File: src/hw/rtl/q4k_superblock_dot_product_top_defines.svh
// ----------------------------------------------------------------------------
// q4k superblock dot product: assertion macros
// Shared property macros clocked on clk_i and disabled during reset.
// ----------------------------------------------------------------------------
`ifndef Q4K_SUPERBLOCK_DOT_PRODUCT_TOP_DEFINES_SVH
`define Q4K_SUPERBLOCK_DOT_PRODUCT_TOP_DEFINES_SVH

// same-cycle implication
`define Q4K_ASSERT_IMPL(lbl, ante, cons, msg) \
  lbl: assert property (@(posedge clk_i) disable iff (!rst_ni) (ante) |-> (cons)) \
    else $error(msg);

// next-cycle implication
`define Q4K_ASSERT_NEXT(lbl, ante, cons, msg) \
  lbl: assert property (@(posedge clk_i) disable iff (!rst_ni) (ante) |=> (cons)) \
    else $error(msg);

`endif

File: src/hw/rtl/q4k_pkg.sv
// ----------------------------------------------------------------------------
// q4k_pkg
// Types, constants and fp32 arithmetic helpers for the q4k dot product.
// ----------------------------------------------------------------------------
`default_nettype none

package q4k_pkg;

  localparam int unsigned QUEUE_DEPTH = 2;
  localparam logic [31:0] QNAN        = 32'h7FC0_0000;
  localparam logic [7:0]  MASK_LO4    = 8'h0f;
  localparam logic [7:0]  MASK_LO6    = 8'h3f;

  localparam logic OP_HEADER  = 1'b0;
  localparam logic OP_ELEMENT = 1'b1;

  // classified item handed from front to back
  typedef struct packed {
    logic        is_elem;
    logic        last;
    logic [2:0]  grp;
    logic [3:0]  nib;
    logic [31:0] act;
    logic [15:0] delta;
    logic [15:0] min_delta;
    logic [95:0] scales;
  } item_t;

  typedef struct packed {
    logic       full;
    logic [7:0] count;
  } front_stat_t;

  typedef struct packed {
    logic emit;
    logic busy;
  } back_stat_t;

  typedef enum logic [2:0] {
    ST_POP,
    ST_MUL_D,
    ST_MUL_M,
    ST_MUL_W,
    ST_SUB,
    ST_PROD,
    ST_ACC
  } back_state_e;

  // round to nearest even and pack; sig has its msb at bit 47
  function automatic logic [31:0] round_pack(input logic s, input logic signed [11:0] e,
                                             input logic [47:0] sig);
    logic [47:0] sh;
    logic        sticky;
    logic [11:0] rs;
    logic [23:0] m;
    logic        g;
    logic        st;
    logic        rnd;
    logic [7:0]  ee;
    logic [30:0] r;
    sh     = sig;
    sticky = 1'b0;
    ee     = e[7:0];
    if (e >= 12'sd255) return {s, 8'hff, 23'd0};
    if (e <= 12'sd0) begin
      rs = 12'(12'sd1 - e);
      if (rs >= 12'd48) begin
        sticky = |sig;
        sh     = '0;
      end else begin
        sticky = |(sig & ~({48{1'b1}} << rs));
        sh     = sig >> rs;
      end
      ee = '0;
    end
    m   = sh[47:24];
    g   = sh[23];
    st  = (|sh[22:0]) | sticky;
    rnd = g & (st | m[0]);
    r   = {ee, m[22:0]} + 31'(rnd);
    return {s, r};
  endfunction

  function automatic logic [31:0] fp_mul(input logic [31:0] a, input logic [31:0] b);
    logic [7:0]  ea;
    logic [7:0]  eb;
    logic        s;
    logic        nan_a;
    logic        nan_b;
    logic        inf_a;
    logic        inf_b;
    logic        zero_a;
    logic        zero_b;
    logic [23:0] ma;
    logic [23:0] mb;
    logic [47:0] p;
    logic [5:0]  lz;
    logic signed [11:0] e;
    ea     = a[30:23];
    eb     = b[30:23];
    s      = a[31] ^ b[31];
    nan_a  = (ea == 8'hff) && (a[22:0] != '0);
    nan_b  = (eb == 8'hff) && (b[22:0] != '0);
    inf_a  = (ea == 8'hff) && (a[22:0] == '0);
    inf_b  = (eb == 8'hff) && (b[22:0] == '0);
    zero_a = (a[30:0] == '0);
    zero_b = (b[30:0] == '0);
    if (nan_a || nan_b) return QNAN;
    if (inf_a || inf_b) return (zero_a || zero_b) ? QNAN : {s, 8'hff, 23'd0};
    if (zero_a || zero_b) return {s, 31'd0};
    ma = {(ea != '0), a[22:0]};
    mb = {(eb != '0), b[22:0]};
    if (ea == '0) ea = 8'd1;
    if (eb == '0) eb = 8'd1;
    p  = ma * mb;
    lz = '0;
    for (int i = 0; i < 48; i++) begin
      if (p[i]) lz = 6'(47 - i);
    end
    e = 12'(ea) + 12'(eb) - 12'sd126 - 12'(lz);
    return round_pack(s, e, p << lz);
  endfunction

  function automatic logic [31:0] fp_add(input logic [31:0] a, input logic [31:0] b);
    logic [31:0] x;
    logic [31:0] y;
    logic [7:0]  ex;
    logic [7:0]  ey;
    logic [7:0]  d;
    logic [48:0] av;
    logic [48:0] bf;
    logic [48:0] bv;
    logic [48:0] sum;
    logic [48:0] pn;
    logic [47:0] sig;
    logic [5:0]  lz;
    logic signed [11:0] e;
    if ((a[30:23] == 8'hff) && (a[22:0] != '0)) return QNAN;
    if ((b[30:23] == 8'hff) && (b[22:0] != '0)) return QNAN;
    if ((a[30:23] == 8'hff) && (b[30:23] == 8'hff) && (a[31] != b[31])) return QNAN;
    if (a[30:23] == 8'hff) return a;
    if (b[30:23] == 8'hff) return b;
    if ((a[30:0] == '0) && (b[30:0] == '0)) return {a[31] & b[31], 31'd0};
    if (b[30:0] > a[30:0]) begin
      x = b;
      y = a;
    end else begin
      x = a;
      y = b;
    end
    ex = (x[30:23] == '0) ? 8'd1 : x[30:23];
    ey = (y[30:23] == '0) ? 8'd1 : y[30:23];
    d  = ex - ey;
    av = {1'b0, (x[30:23] != '0), x[22:0], 24'd0};
    bf = {1'b0, (y[30:23] != '0), y[22:0], 24'd0};
    if (d >= 8'd49) begin
      bv = 49'(|bf);
    end else begin
      bv = (bf >> d) | 49'(|(bf & ~({49{1'b1}} << d)));
    end
    sum = (x[31] == y[31]) ? av + bv : av - bv;
    if (sum == '0) return 32'd0;
    lz = '0;
    for (int i = 0; i < 49; i++) begin
      if (sum[i]) lz = 6'(48 - i);
    end
    pn  = sum << lz;
    sig = pn[48:1] | 48'(pn[0]);
    e   = 12'(ex) + 12'sd1 - 12'(lz);
    return round_pack(x[31], e, sig);
  endfunction

  // small unsigned integer to fp32, exact
  function automatic logic [31:0] int_to_fp(input logic [5:0] v);
    logic [4:0]  p;
    logic [23:0] t;
    p = '0;
    for (int i = 0; i < 6; i++) begin
      if (v[i]) p = 5'(i);
    end
    t = 24'(v) << (5'd23 - p);
    return (v == '0) ? 32'd0 : {1'b0, 8'(8'd127 + 8'(p)), t[22:0]};
  endfunction

  // fp16 to fp32, exact
  function automatic logic [31:0] half_to_fp(input logic [15:0] h);
    logic [4:0]  p;
    logic [23:0] t;
    p = '0;
    for (int i = 0; i < 10; i++) begin
      if (h[i]) p = 5'(i);
    end
    t = 24'(h[9:0]) << (5'd23 - p);
    if (h[14:10] == 5'd0) begin
      return (h[9:0] == '0) ? {h[15], 31'd0} : {h[15], 8'(8'd103 + 8'(p)), t[22:0]};
    end
    if (h[14:10] == 5'd31) return {h[15], 8'hff, h[9:0], 13'd0};
    return {h[15], 8'(8'(h[14:10]) + 8'd112), h[9:0], 13'd0};
  endfunction

  // 6-bit scale and min of a sub-group, returned as {min, scale}
  function automatic logic [11:0] unpack_sc_mn(input logic [95:0] q, input logic [2:0] j);
    logic [7:0] b [12];
    logic [3:0] jj;
    logic [5:0] sc;
    logic [5:0] mn;
    for (int k = 0; k < 12; k++) b[k] = q[8*k +: 8];
    jj = {1'b0, j};
    if (j[2] == 1'b0) begin
      sc = 6'(b[jj] & MASK_LO6);
      mn = 6'(b[jj + 4'd4] & MASK_LO6);
    end else begin
      sc = {b[jj - 4'd4][7:6], 4'(b[jj + 4'd4] & MASK_LO4)};
      mn = {b[jj][7:6], b[jj + 4'd4][7:4]};
    end
    return {mn, sc};
  endfunction

endpackage

`default_nettype wire

File: src/hw/rtl/q4k_front.sv
// ----------------------------------------------------------------------------
// q4k_front
// Accepts stream words, classifies header and element items, queues them.
// ----------------------------------------------------------------------------
`default_nettype none

module q4k_front #(
  parameter int unsigned Depth = q4k_pkg::QUEUE_DEPTH
) (
  input  wire logic             clk_i,
  input  wire logic             rst_ni,
  input  wire logic             in_valid_i,
  output      logic             in_ready_o,
  input  wire logic [175:0]     in_data_i,
  input  wire logic             in_user_i,
  input  wire logic             in_last_i,
  output      logic             item_valid_o,
  output      q4k_pkg::item_t   item_o,
  input  wire logic             item_pop_i,
  output      q4k_pkg::front_stat_t stat_o
);

  localparam int unsigned PtrW = (Depth > 1) ? $clog2(Depth) : 1;
  localparam int unsigned CntW = $clog2(Depth + 1);

  q4k_pkg::item_t        mem_q [Depth];
  q4k_pkg::item_t        item_new;
  logic [PtrW-1:0]       wr_ptr_q, wr_ptr_d;
  logic [PtrW-1:0]       rd_ptr_q, rd_ptr_d;
  logic [CntW-1:0]       cnt_q, cnt_d;
  logic                  push;
  logic                  pop;
  logic [7:0]            idx;

  assign idx = in_data_i[135:128];

  always_comb begin
    item_new           = '0;
    item_new.is_elem   = (in_user_i == q4k_pkg::OP_ELEMENT);
    item_new.last      = in_last_i;
    item_new.grp       = idx[7:5];
    // odd sub-groups take the high nibble
    item_new.nib       = idx[5] ? in_data_i[143:140] : in_data_i[139:136];
    item_new.act       = in_data_i[175:144];
    item_new.delta     = in_data_i[15:0];
    item_new.min_delta = in_data_i[31:16];
    item_new.scales    = {in_data_i[127:80], in_data_i[79:32]};
  end

  assign in_ready_o   = (cnt_q != CntW'(Depth));
  assign item_valid_o = (cnt_q != '0);
  assign item_o       = mem_q[rd_ptr_q];
  assign push         = in_valid_i && in_ready_o;
  assign pop          = item_pop_i && item_valid_o;

  always_comb begin
    wr_ptr_d = wr_ptr_q;
    rd_ptr_d = rd_ptr_q;
    if (push) wr_ptr_d = (wr_ptr_q == PtrW'(Depth - 1)) ? '0 : wr_ptr_q + 1'b1;
    if (pop)  rd_ptr_d = (rd_ptr_q == PtrW'(Depth - 1)) ? '0 : rd_ptr_q + 1'b1;
    cnt_d = cnt_q + CntW'(push) - CntW'(pop);
  end

  always_ff @(posedge clk_i or negedge rst_ni) begin
    if (!rst_ni) begin
      wr_ptr_q <= '0;
      rd_ptr_q <= '0;
      cnt_q    <= '0;
    end else begin
      wr_ptr_q <= wr_ptr_d;
      rd_ptr_q <= rd_ptr_d;
      cnt_q    <= cnt_d;
    end
  end

  always_ff @(posedge clk_i) begin
    if (push) mem_q[wr_ptr_q] <= item_new;
  end

  assign stat_o.full  = !in_ready_o;
  assign stat_o.count = 8'(cnt_q);

endmodule

`default_nettype wire

File: config.mk
export PLATFORM = sky130hd
export DESIGN_NAME = q4k_front
export DESIGN_NICKNAME = d
export VERILOG_FILES = /design/src/hw/rtl/q4k_superblock_dot_product_top_defines.svh /design/src/hw/rtl/q4k_pkg.sv /design/src/hw/rtl/q4k_front.sv
export SDC_FILE = /design/constraint.sdc
export NUM_CORES = 1
export LEC_CHECK = 0
export BUFFER_PORTS_ARGS = -buffer_cell sky130_fd_sc_hd__buf_4
export CAP_MARGIN = 20
export CORE_MARGIN = 2
export CORE_UTILIZATION = 35
export CTS_CLUSTER_SIZE = 12
export DETAILED_ROUTE_END_ITERATION = 8
export HOLD_SLACK_MARGIN = 0.12
export PLACE_DENSITY = 0.7
export SLEW_MARGIN = 0
export SYNTH_ARGS = -nofsm -noshare
export SYNTH_HDL_FRONTEND = slang
export SYNTH_SLANG_ARGS = --single-unit
File: constraint.sdc
create_clock -name clk_i -period 9.1 [get_ports clk_i]
set_clock_uncertainty 0.15 [all_clocks]
set_input_delay 0.455 -clock clk_i [delete_from_list [all_inputs] [get_ports clk_i]]
set_output_delay 0.455 -clock clk_i [all_outputs]
set_load 0.005 [all_outputs]
==> impl_metrics.env, run 1 <==
export IMPL_outcome="finished clean"
export IMPL_rsz0062_at_grt="false"
export IMPL_fin_area_um2=19000
export IMPL_syn_inst=555
export IMPL_std_cell_rows=70
export IMPL_grt_pass1_wl_um=42200
export IMPL_period_share_pct=42.7
export IMPL_globalplace_congestion=0.699
export IMPL_critPathKind="register to output pin"
export IMPL_peakVddDrop_mv=0.259
export IMPL_critPathCaptureType="output pin"
export IMPL_fillers=2870
export IMPL_grt_ovfl_total=0
export IMPL_wl_um=28300
export IMPL_drtIter0Drc=260
export IMPL_grt_pass1_vias=7648
export IMPL_cts_root_buf="clkbuf_16"
export IMPL_drt_wirelength_per_cell_um=17.6
export IMPL_dpl_cell_area_um2=16000
export IMPL_grt_max_degree=63
export IMPL_die_w_um=196
export IMPL_cp_data_required_time_ps=8500
export IMPL_max_stage_delay_ps=790
export IMPL_setup_tns_ps=0
export IMPL_ctsResizeCount=0
export IMPL_place_hpwl_um=17000
export IMPL_clk_latency_ps=530
export IMPL_cellLeakagePower_uw=0.00741
export IMPL_cts_tree="yes"
export IMPL_clock_sinks=342
export IMPL_start_kind="register"
export IMPL_critical_path_cell_chain="buf_4 > buf_4 > mux2_4 > buf_4"
export IMPL_yosys_warnings=0
export IMPL_antenna_found_initial=2
export IMPL_io_buffers=350
export IMPL_pin_count=362
export IMPL_min_period_ps=3880
export IMPL_htreeDepth=2
export IMPL_post_cts_setup_buffer_count=0
export IMPL_path_max_fanout=52
export IMPL_max_slew_margin_rel_pct=33.9
export IMPL_cts_buffers=38
export IMPL_avgSynthCellArea_um2=23.2
export IMPL_path_common_cell="buf_4"
export IMPL_hp_class="primary input to register"
export IMPL_crit_buf_inv=3
export IMPL_layout_drive_gt1_share_pct=51.6
export IMPL_power_density_nw_per_um2=292
export IMPL_post_route_drc_count=0
export IMPL_cp_data_arrival_time_ps=3280
export IMPL_area_growth_synth_to_final_pct=47.1
export IMPL_cp_slowest_cell="buf_4"
export IMPL_synth_area_um2=12900
export IMPL_ys_ff_latch=342
export IMPL_slew_viol_final=0
export IMPL_fin_nets=1293
export IMPL_dr_total_vias=7126
export IMPL_drt_pass1_iterations=4
export IMPL_hold_violations=0
export IMPL_via_per_inst=4.45
export IMPL_coreArea_um2=36400
export IMPL_tightestPinTransition_ps=992
export IMPL_setup_violations=0
export IMPL_max_freq_mhz=258
export IMPL_track_usage_pct=14.4
export IMPL_ctsHoldBuffers=176
export IMPL_initial_utilization_pct=35.4
export IMPL_path_clk_slew_ps=60
export IMPL_ant_nets=0
export IMPL_drv_cap=0
export IMPL_crit_family="buffers and inverters"
export IMPL_synth_cell_types=18
export IMPL_die_area_um2=38400
export IMPL_yosysSeqAreaShare_pct=79.5
export IMPL_cts_buffer_depth=3
export IMPL_die_h_um=196
-- worst paths after layout --
path | from | to | slack (ps) | depth (start not counted)
setup / recovery | rd_ptr_q | item_o[56] | 5220 | 4
hold / removal | in_valid_i | wr_ptr_q | 180 | 3
setup reg to reg | cnt_q[0] | mem_q[0][69] | 6020 | 5
hold reg to reg | cnt_q[1] | cnt_q[1] | 370 | 1
max in group asynchronous | rst_ni | rd_ptr_q | 7900 | 3
min in group asynchronous | rst_ni | rd_ptr_q | 700 | 3
-- per-layer routing --
layer / up-vias / part of all wire (%) / global-route usage (%)
li1: 3295 / - / -
met1: 3488 / 39 / 16.4
met2: 291 / 50 / 24.8
met3: 50 / 8.0 / 5.05
met4: 2 / 2.7 / 6.03
met5: - / 0.042 / 0
-- cell families after synthesis --
| group | Yosys count | synth area share (%) |
|---|---|---|
| buffers and inverters | 27 | 1.73 |
| other | 1 | 0.0291 |
| and+or+nand+nor | 6 | 0.252 |
| DFF | 342 | 79.5 |
| adders and majority gates | 2 | 0.194 |
| xor gates and xnor gates | 4 | 0.272 |
| muxes | 173 | 18.0 |
-- sequential cells by signal (all words and copies together) (netlist names) --
register	flops
cnt_q	2
mem_q	338
rd_ptr_q	1
wr_ptr_q	1
-- synth_stat cells --
cell type | n | area, µm²
buf_4 | 6 | 45.0
xor2_1 | 1 | 8.76
buf_6 | 12 | 135
inv_1 | 2 | 7.51
or2_2 | 1 | 6.26
mux2_4 | 100 | 1500
buf_2 | 7 | 35.0
edfxtp_1 | 338 | 10100
xnor2_1 | 3 | 26.3
nand2b_1 | 1 | 6.26
mux2_2 | 73 | 822
nand2_1 | 1 | 3.75
nor2_1 | 1 | 3.75
conb_1 | 1 | 3.75
and2_1 | 1 | 6.26
dfrtp_1 | 4 | 100
and3_1 | 1 | 6.26
ha_1 | 2 | 25.0
-- cells in the final DEF, fill, tap and decap left out, types with 2 or more instances in the layout --
master,instances
buf_4,358
bufinv_16,3
clkbuf_1,10
clkbuf_16,41
clkinv_1,5
clkinv_2,2
clkinvlp_4,2
conb_1,6
dfrtp_1,3
dlygate4sd3_1,176
edfxtp_1,338
ha_1,2
inv_1,2
mux2_2,73
mux2_4,100
xnor2_1,3
-- tightest hold or removal path, cell delays in order --
cell and delay (ps):
buf_4 110, nand2_1 150, xnor2_1 90
-- power breakdown --
part	switching, µW	internal, µW	leakage, µW
Sequential	93.6	2160	0.00318
Clock	579	911	0.000587
Combinational	776	1010	0.00364
-- stage by stage --
stage | total power [µW] | utilization [%] | instances | hold WS, ps | worst slack (ps)
3_3_place_gp | 4010 | 43.9 | 1361 | 105 | 5690
2_1_floorplan | 3310 | - | 560 | 9.41 | 569
4_1_cts | 5610 | 52.1 | 1602 | 133 | 5110
6_report | 5530 | 52.1 | 1603 | 176 | 5220
3_5_place_dp | 4030 | 43.9 | 1361 | 106 | 5710
5_1_grt | 5790 | 52.1 | 1602 | 177 | 5030
-- cell type report --
cell class | instances | area (µm²) | share of cell area [%]
antenna | 1 | 2.50 | 0.0132
clock inverter | 13 | 143 | 0.752
inverter | 2 | 7.51 | 0.0396
clock buffer | 52 | 1080 | 5.68
sequential | 342 | 10300 | 54.1
tap | 468 | 586 | 3.09
timing repair buffer | 534 | 4450 | 23.5
multi-input combinational | 191 | 2450 | 12.9
(Power assumes the default switching activity.)
==> inputs of run 2 (changes only) <==
Settings changed: PLACE_DENSITY 0.7 to 0.67.
Clock period 9.1 ns to 3.8 ns, I/O delays scaled along.
==> run 2 against run 1 <==
Sequential share of layout area increased by 0.18 points; routed wire length rose by 0.51%; register-to-register slack lost 4600 ps; design area fell by 0.32%; critical endpoint is now item_o[157].
==> impl_metrics.env, run 2 (synthesized netlist as in run 1, its figures left out) <==
export IMPL_die_w_um=196
export IMPL_die_area_um2=38400
export IMPL_max_slew_margin_rel_pct=49.1
export IMPL_setup_tns_ps=0
export IMPL_fin_nets=1297
export IMPL_final_common_cell="buf_4"
export IMPL_drt_wirelength_per_cell_um=17.8
export IMPL_place_hpwl_um=17700
export IMPL_max_freq_mhz=363
export IMPL_critPathCaptureType="output pin"
export IMPL_cp_depth=3
export IMPL_peakVddDrop_mv=0.452
export IMPL_fillers=2893
export IMPL_grt_pass1_vias=7727
export IMPL_globalplace_congestion=0.717
export IMPL_setup_violations=0
export IMPL_die_h_um=196
export IMPL_whs_path_depth=2
export IMPL_regArea_um2=10300
export IMPL_rsz0062_at_grt="false"
export IMPL_via_per_inst=4.42
export IMPL_clock_sinks=342
export IMPL_pre_cts_slack_ps=1380
export IMPL_drv_cap=0
export IMPL_start_kind="register"
export IMPL_fin_area_um2=18900
export IMPL_max_stage_delay_ps=800
export IMPL_antenna_found_initial=1
export IMPL_clk_latency_ps=490
export IMPL_reg2regPathDepth=4
export IMPL_critPathKind="register to output pin"
export IMPL_cp_slowest_cell="dfrtp_4"
export IMPL_grt_pass1_wl_um=42600
export IMPL_regMostFlops="mem_q"
export IMPL_layout_common_cells="356 x buf_4, 338 x edfxtp_1, 177 x dlygate4sd3_1"
export IMPL_grt_ovfl_total=0
export IMPL_tightestPinTransition_ps=761
export IMPL_cp_data_arrival_time_ps=2410
export IMPL_initial_utilization_pct=35.4
export IMPL_cts_tree="yes"
export IMPL_std_cell_rows=70
export IMPL_multi_input_area_um2=2450
export IMPL_total_power_uw=12900
export IMPL_cp_data_required_time_ps=3460
export IMPL_hp_class="primary input to register"
export IMPL_hold_violations=0
export IMPL_io_buffers=350
export IMPL_top_regs="mem_q (338), cnt_q (2)"
export IMPL_dr_total_vias=7066
export IMPL_ant_nets=0
export IMPL_crit_buf_inv=2
export IMPL_cts_root_buf="clkbuf_16"
export IMPL_outcome="finished clean"
export IMPL_path_clk_slew_ps=60
export IMPL_drtIter0Drc=232
export IMPL_wl_met3_um=2180
export IMPL_cts_buffers=36
export IMPL_critical_path_cell_chain="buf_12 > mux2_2 > buf_4"
export IMPL_path_max_fanout=69
export IMPL_highest_layer="met4"
export IMPL_layout_drive_gt1_share_pct=51.4
export IMPL_drt_pass1_iterations=6
export IMPL_wl_met2_um=14400
export IMPL_track_usage_pct=14.3
export IMPL_pin_count=362
export IMPL_cellLeakagePower_uw=0.00738
export IMPL_crit_family="flip-flops"
export IMPL_cts_buffer_depth=3
export IMPL_area_growth_synth_to_final_pct=46.7
export IMPL_dpl_cell_area_um2=16100
export IMPL_min_period_ps=2750
export IMPL_wl_met1_um=11300
export IMPL_post_cts_setup_buffer_count=0
export IMPL_ctsResizeCount=0
export IMPL_largest_reg_flops=338
export IMPL_setup_ws_ps=1050
export IMPL_coreArea_um2=36400
export IMPL_post_route_drc_count=0
export IMPL_grt_max_degree=70
export IMPL_htreeDepth=2
export IMPL_wl_um=28400
export IMPL_slew_viol_final=0
export IMPL_power_density_nw_per_um2=683
export IMPL_period_share_pct=72.4
export IMPL_post_route_util_pct=51.9
==> run 2: layout make-up <==
cell class / instances / area share (%)
diodes: 1 / 0.0132
clock inverters: 7 / 0.298
repair buffers: 540 / 24.2
multi-input cells: 191 / 13.0
well taps: 468 / 3.10
inverters: 2 / 0.0397
flip-flops and latches: 342 / 54.2
clock buffers: 48 / 5.12
==> run 2: timing repair <==
| action | 4_1_cts | 5_1_grt |
|---|---|---|
| endpoints found under the hold margin | 344 | 0 |
| setup endpoints to repair | 0 | 0 |
| hold buffers | 177 | 0 |
==> run 2: where the power goes <==
| part | switching, µW | total, µW | internal (µW) |
|---|---|---|---|
| Clock | 1310 | 3140 | 1830 |
| Combinational | 1840 | 4340 | 2510 |
| Sequential | 280 | 5430 | 5150 |
==> run 2: per-stage QoR <==
stage / std cells / hold slack [ps]
floorplan: 560 / -256
global placement: 1366 / -160
detailed placement: 1366 / -161
CTS: 1598 / 236
global route: 1599 / 246
finish: 1599 / 268
==> run 2: layer usage <==
layer  GRT usage [%]  up-vias
li1                -     3296
met4            4.04        0
met3            4.49       43
met1            16.4     3470
met5               0        -
met2            25.5      257
==> run 2: path summary, 6_finish.rpt <==
path | from | slack (ps) | end
max | rd_ptr_q | 1050 | item_o[157]
min | in_data_i[71] | 270 | mem_q[0][39]
max reg2reg | cnt_q[1] | 1440 | mem_q[0][26]
min reg2reg | cnt_q[1] | 410 | cnt_q[1]
max in group asynchronous | rst_ni | 2850 | rd_ptr_q
min in group asynchronous | rst_ni | 460 | rd_ptr_q
==> inputs of run 3 (changes only) <==
Clock period 3.8 ns to 2.7 ns, I/O delays scaled along.
==> run 3 against run 2 <==
First-iteration DRC count decreased by 19%; sequential power increased by 40%; hold slack got worse by 94 ps; critical path type unchanged.
==> impl_metrics.env, run 3 (synthesized netlist as in run 1, its figures left out) <==
export IMPL_place_hpwl_um=17700
export IMPL_drtIter0Drc=187
export IMPL_critical_path_cell_chain="buf_12 > mux2_2 > buf_4"
export IMPL_std_cell_rows=70
export IMPL_max_stage_delay_ps=610
export IMPL_p_sw_share_pct=26.6
export IMPL_cp_slowest_cell="dfrtp_4"
export IMPL_power_switching_uw=4930
export IMPL_fin_nets=1298
export IMPL_clock_sinks=342
export IMPL_post_route_util_pct=52.3
export IMPL_min_period_ps=2370
export IMPL_grt_pass1_vias=7883
export IMPL_io_buffers=350
export IMPL_track_usage_pct=14.7
export IMPL_seqPwrFrac_pct=40.9
export IMPL_pin_count=362
export IMPL_max_freq_mhz=421
export IMPL_path_clk_slew_ps=50
export IMPL_cts_tree="yes"
export IMPL_dpl_cell_area_um2=16200
export IMPL_fillers=2874
export IMPL_clk_latency_ps=520
export IMPL_die_h_um=196
export IMPL_hold_violations=0
export IMPL_coreArea_um2=36400
export IMPL_cp_data_required_time_ps=2410
export IMPL_regMostFlops="mem_q"
export IMPL_ctsResizeCount=0
export IMPL_cellLeakagePower_uw=0.00744
export IMPL_dr_total_vias=7171
export IMPL_globalplace_congestion=0.743
export IMPL_layout_drive_gt1_share_pct=51.5
export IMPL_setup_violations=0
export IMPL_slew_viol_final=0
export IMPL_initial_utilization_pct=35.4
export IMPL_max_slew_margin_rel_pct=64.1
export IMPL_diodes=0
export IMPL_grt_pass1_wl_um=43100
export IMPL_htreeDepth=2
export IMPL_area_growth_synth_to_final_pct=47.9
export IMPL_cts_buffers=38
export IMPL_p_int_uw=13600
export IMPL_final_common_cell="buf_4"
export IMPL_peakVddDrop_mv=0.713
export IMPL_crit_family="flip-flops"
export IMPL_via_per_inst=4.46
export IMPL_p_clk_share_pct=25.3
export IMPL_outcome="finished clean"
export IMPL_setup_tns_ps=0
export IMPL_cts_buffer_depth=3
export IMPL_drv_cap=0
export IMPL_dp_cells=1365
export IMPL_grt_ovfl_total=0
export IMPL_start_kind="register"
export IMPL_power_density_nw_per_um2=972
export IMPL_rsz0062_at_grt="false"
export IMPL_critPathKind="register to output pin"
export IMPL_path_max_fanout=54
export IMPL_post_route_drc_count=0
export IMPL_die_w_um=196
export IMPL_hp_class="primary input to register"
export IMPL_largest_reg_flops=338
export IMPL_cp_data_arrival_time_ps=2090
export IMPL_crit_buf_inv=2
export IMPL_period_share_pct=87.9
export IMPL_wl_um=28600
export IMPL_hold_ws_ps=174
export IMPL_grt_max_degree=68
export IMPL_instances_no_fill=1607
export IMPL_antenna_found_initial=1
export IMPL_die_area_um2=38400
export IMPL_p_comb_share_pct=33.8
export IMPL_cts_root_buf="clkbuf_16"
export IMPL_fin_area_um2=19100
export IMPL_top_regs="mem_q (338), cnt_q (2)"
export IMPL_ant_nets=0
export IMPL_tightestPinTransition_ps=538
export IMPL_drt_pass1_iterations=6
export IMPL_drt_wirelength_per_cell_um=17.8
export IMPL_critPathCaptureType="output pin"
export IMPL_layout_common_cells="351 x buf_4, 338 x edfxtp_1, 177 x dlygate4sd3_1"
-- run 3: routing by layer --
metal | up-vias | track usage [%] | part of all wire (%)
li1 | 3311 | - | -
met2 | 289 | 25.2 | 50
met4 | 2 | 5.13 | 2.9
met3 | 59 | 5.66 | 8.0
met5 | - | 0 | 0.042
met1 | 3510 | 16.7 | 40
-- run 3: cell type report --
type | instances | area [µm²] | area share (%)
sequential | 342 | 10300 | 53.8
timing repair buffer | 539 | 4630 | 24.3
multi-input combinational | 191 | 2470 | 12.9
clock buffer | 54 | 1070 | 5.64
tap | 468 | 586 | 3.07
clock inverter | 11 | 55.1 | 0.289
inverter | 2 | 7.51 | 0.0394
-- run 3: worst reg2reg max path: cells and delay by family, from the launching register on --
kind                       cells  cell delay (ps)
DFF                            1              440
and+or+nand+nor                2              540
buffers and inverters          1               50
xor gates and xnor gates       2              340
adders and majority gates      2              490
-- run 3: through the flow --
step / setup WS (ps) / total power [µW]
4_1_cts: 241 / 18800
6_report: 327 / 18500
2_1_floorplan: -974 / 11000
5_1_grt: 208 / 19400
3_3_place_gp: 723 / 13700
3_5_place_dp: 632 / 13800
-- run 3: final timing paths --
kind | depth (start not counted) | from | slack [ps] | endpoint
max in group asynchronous | 3 | rst_ni | 1800 | rd_ptr_q
min in group asynchronous | 3 | rst_ni | 390 | cnt_q[0]
worst min register to register | 1 | wr_ptr_q | 410 | wr_ptr_q
worst min-delay path | 2 | in_data_i[38] | 170 | mem_q[0][6]
worst max-delay path | 3 | rd_ptr_q | 330 | item_o[42]
worst max register to register | 7 | cnt_q[1] | 610 | cnt_q[1]
-- run 3: power groups by stage --
| stage | combinational, µW | clock, µW | sequential, µW |
|---|---|---|---|
| 2_1_floorplan | 3320 | 0 | 7660 |
| 3_3_place_gp | 6120 | 0 | 7630 |
| 3_5_place_dp | 6130 | 0 | 7700 |
| 4_1_cts | 6370 | 4860 | 7590 |
| 5_1_grt | 6690 | 5050 | 7700 |
| 6_report | 6270 | 4690 | 7580 |
-- run 3: repair_timing --
action / in CTS / in global routing
hold buffers: 177 / 0
endpoints found under the hold margin: 383 / 0
endpoints found under the setup margin: 0 / 0
setup buffers: 0 / 0
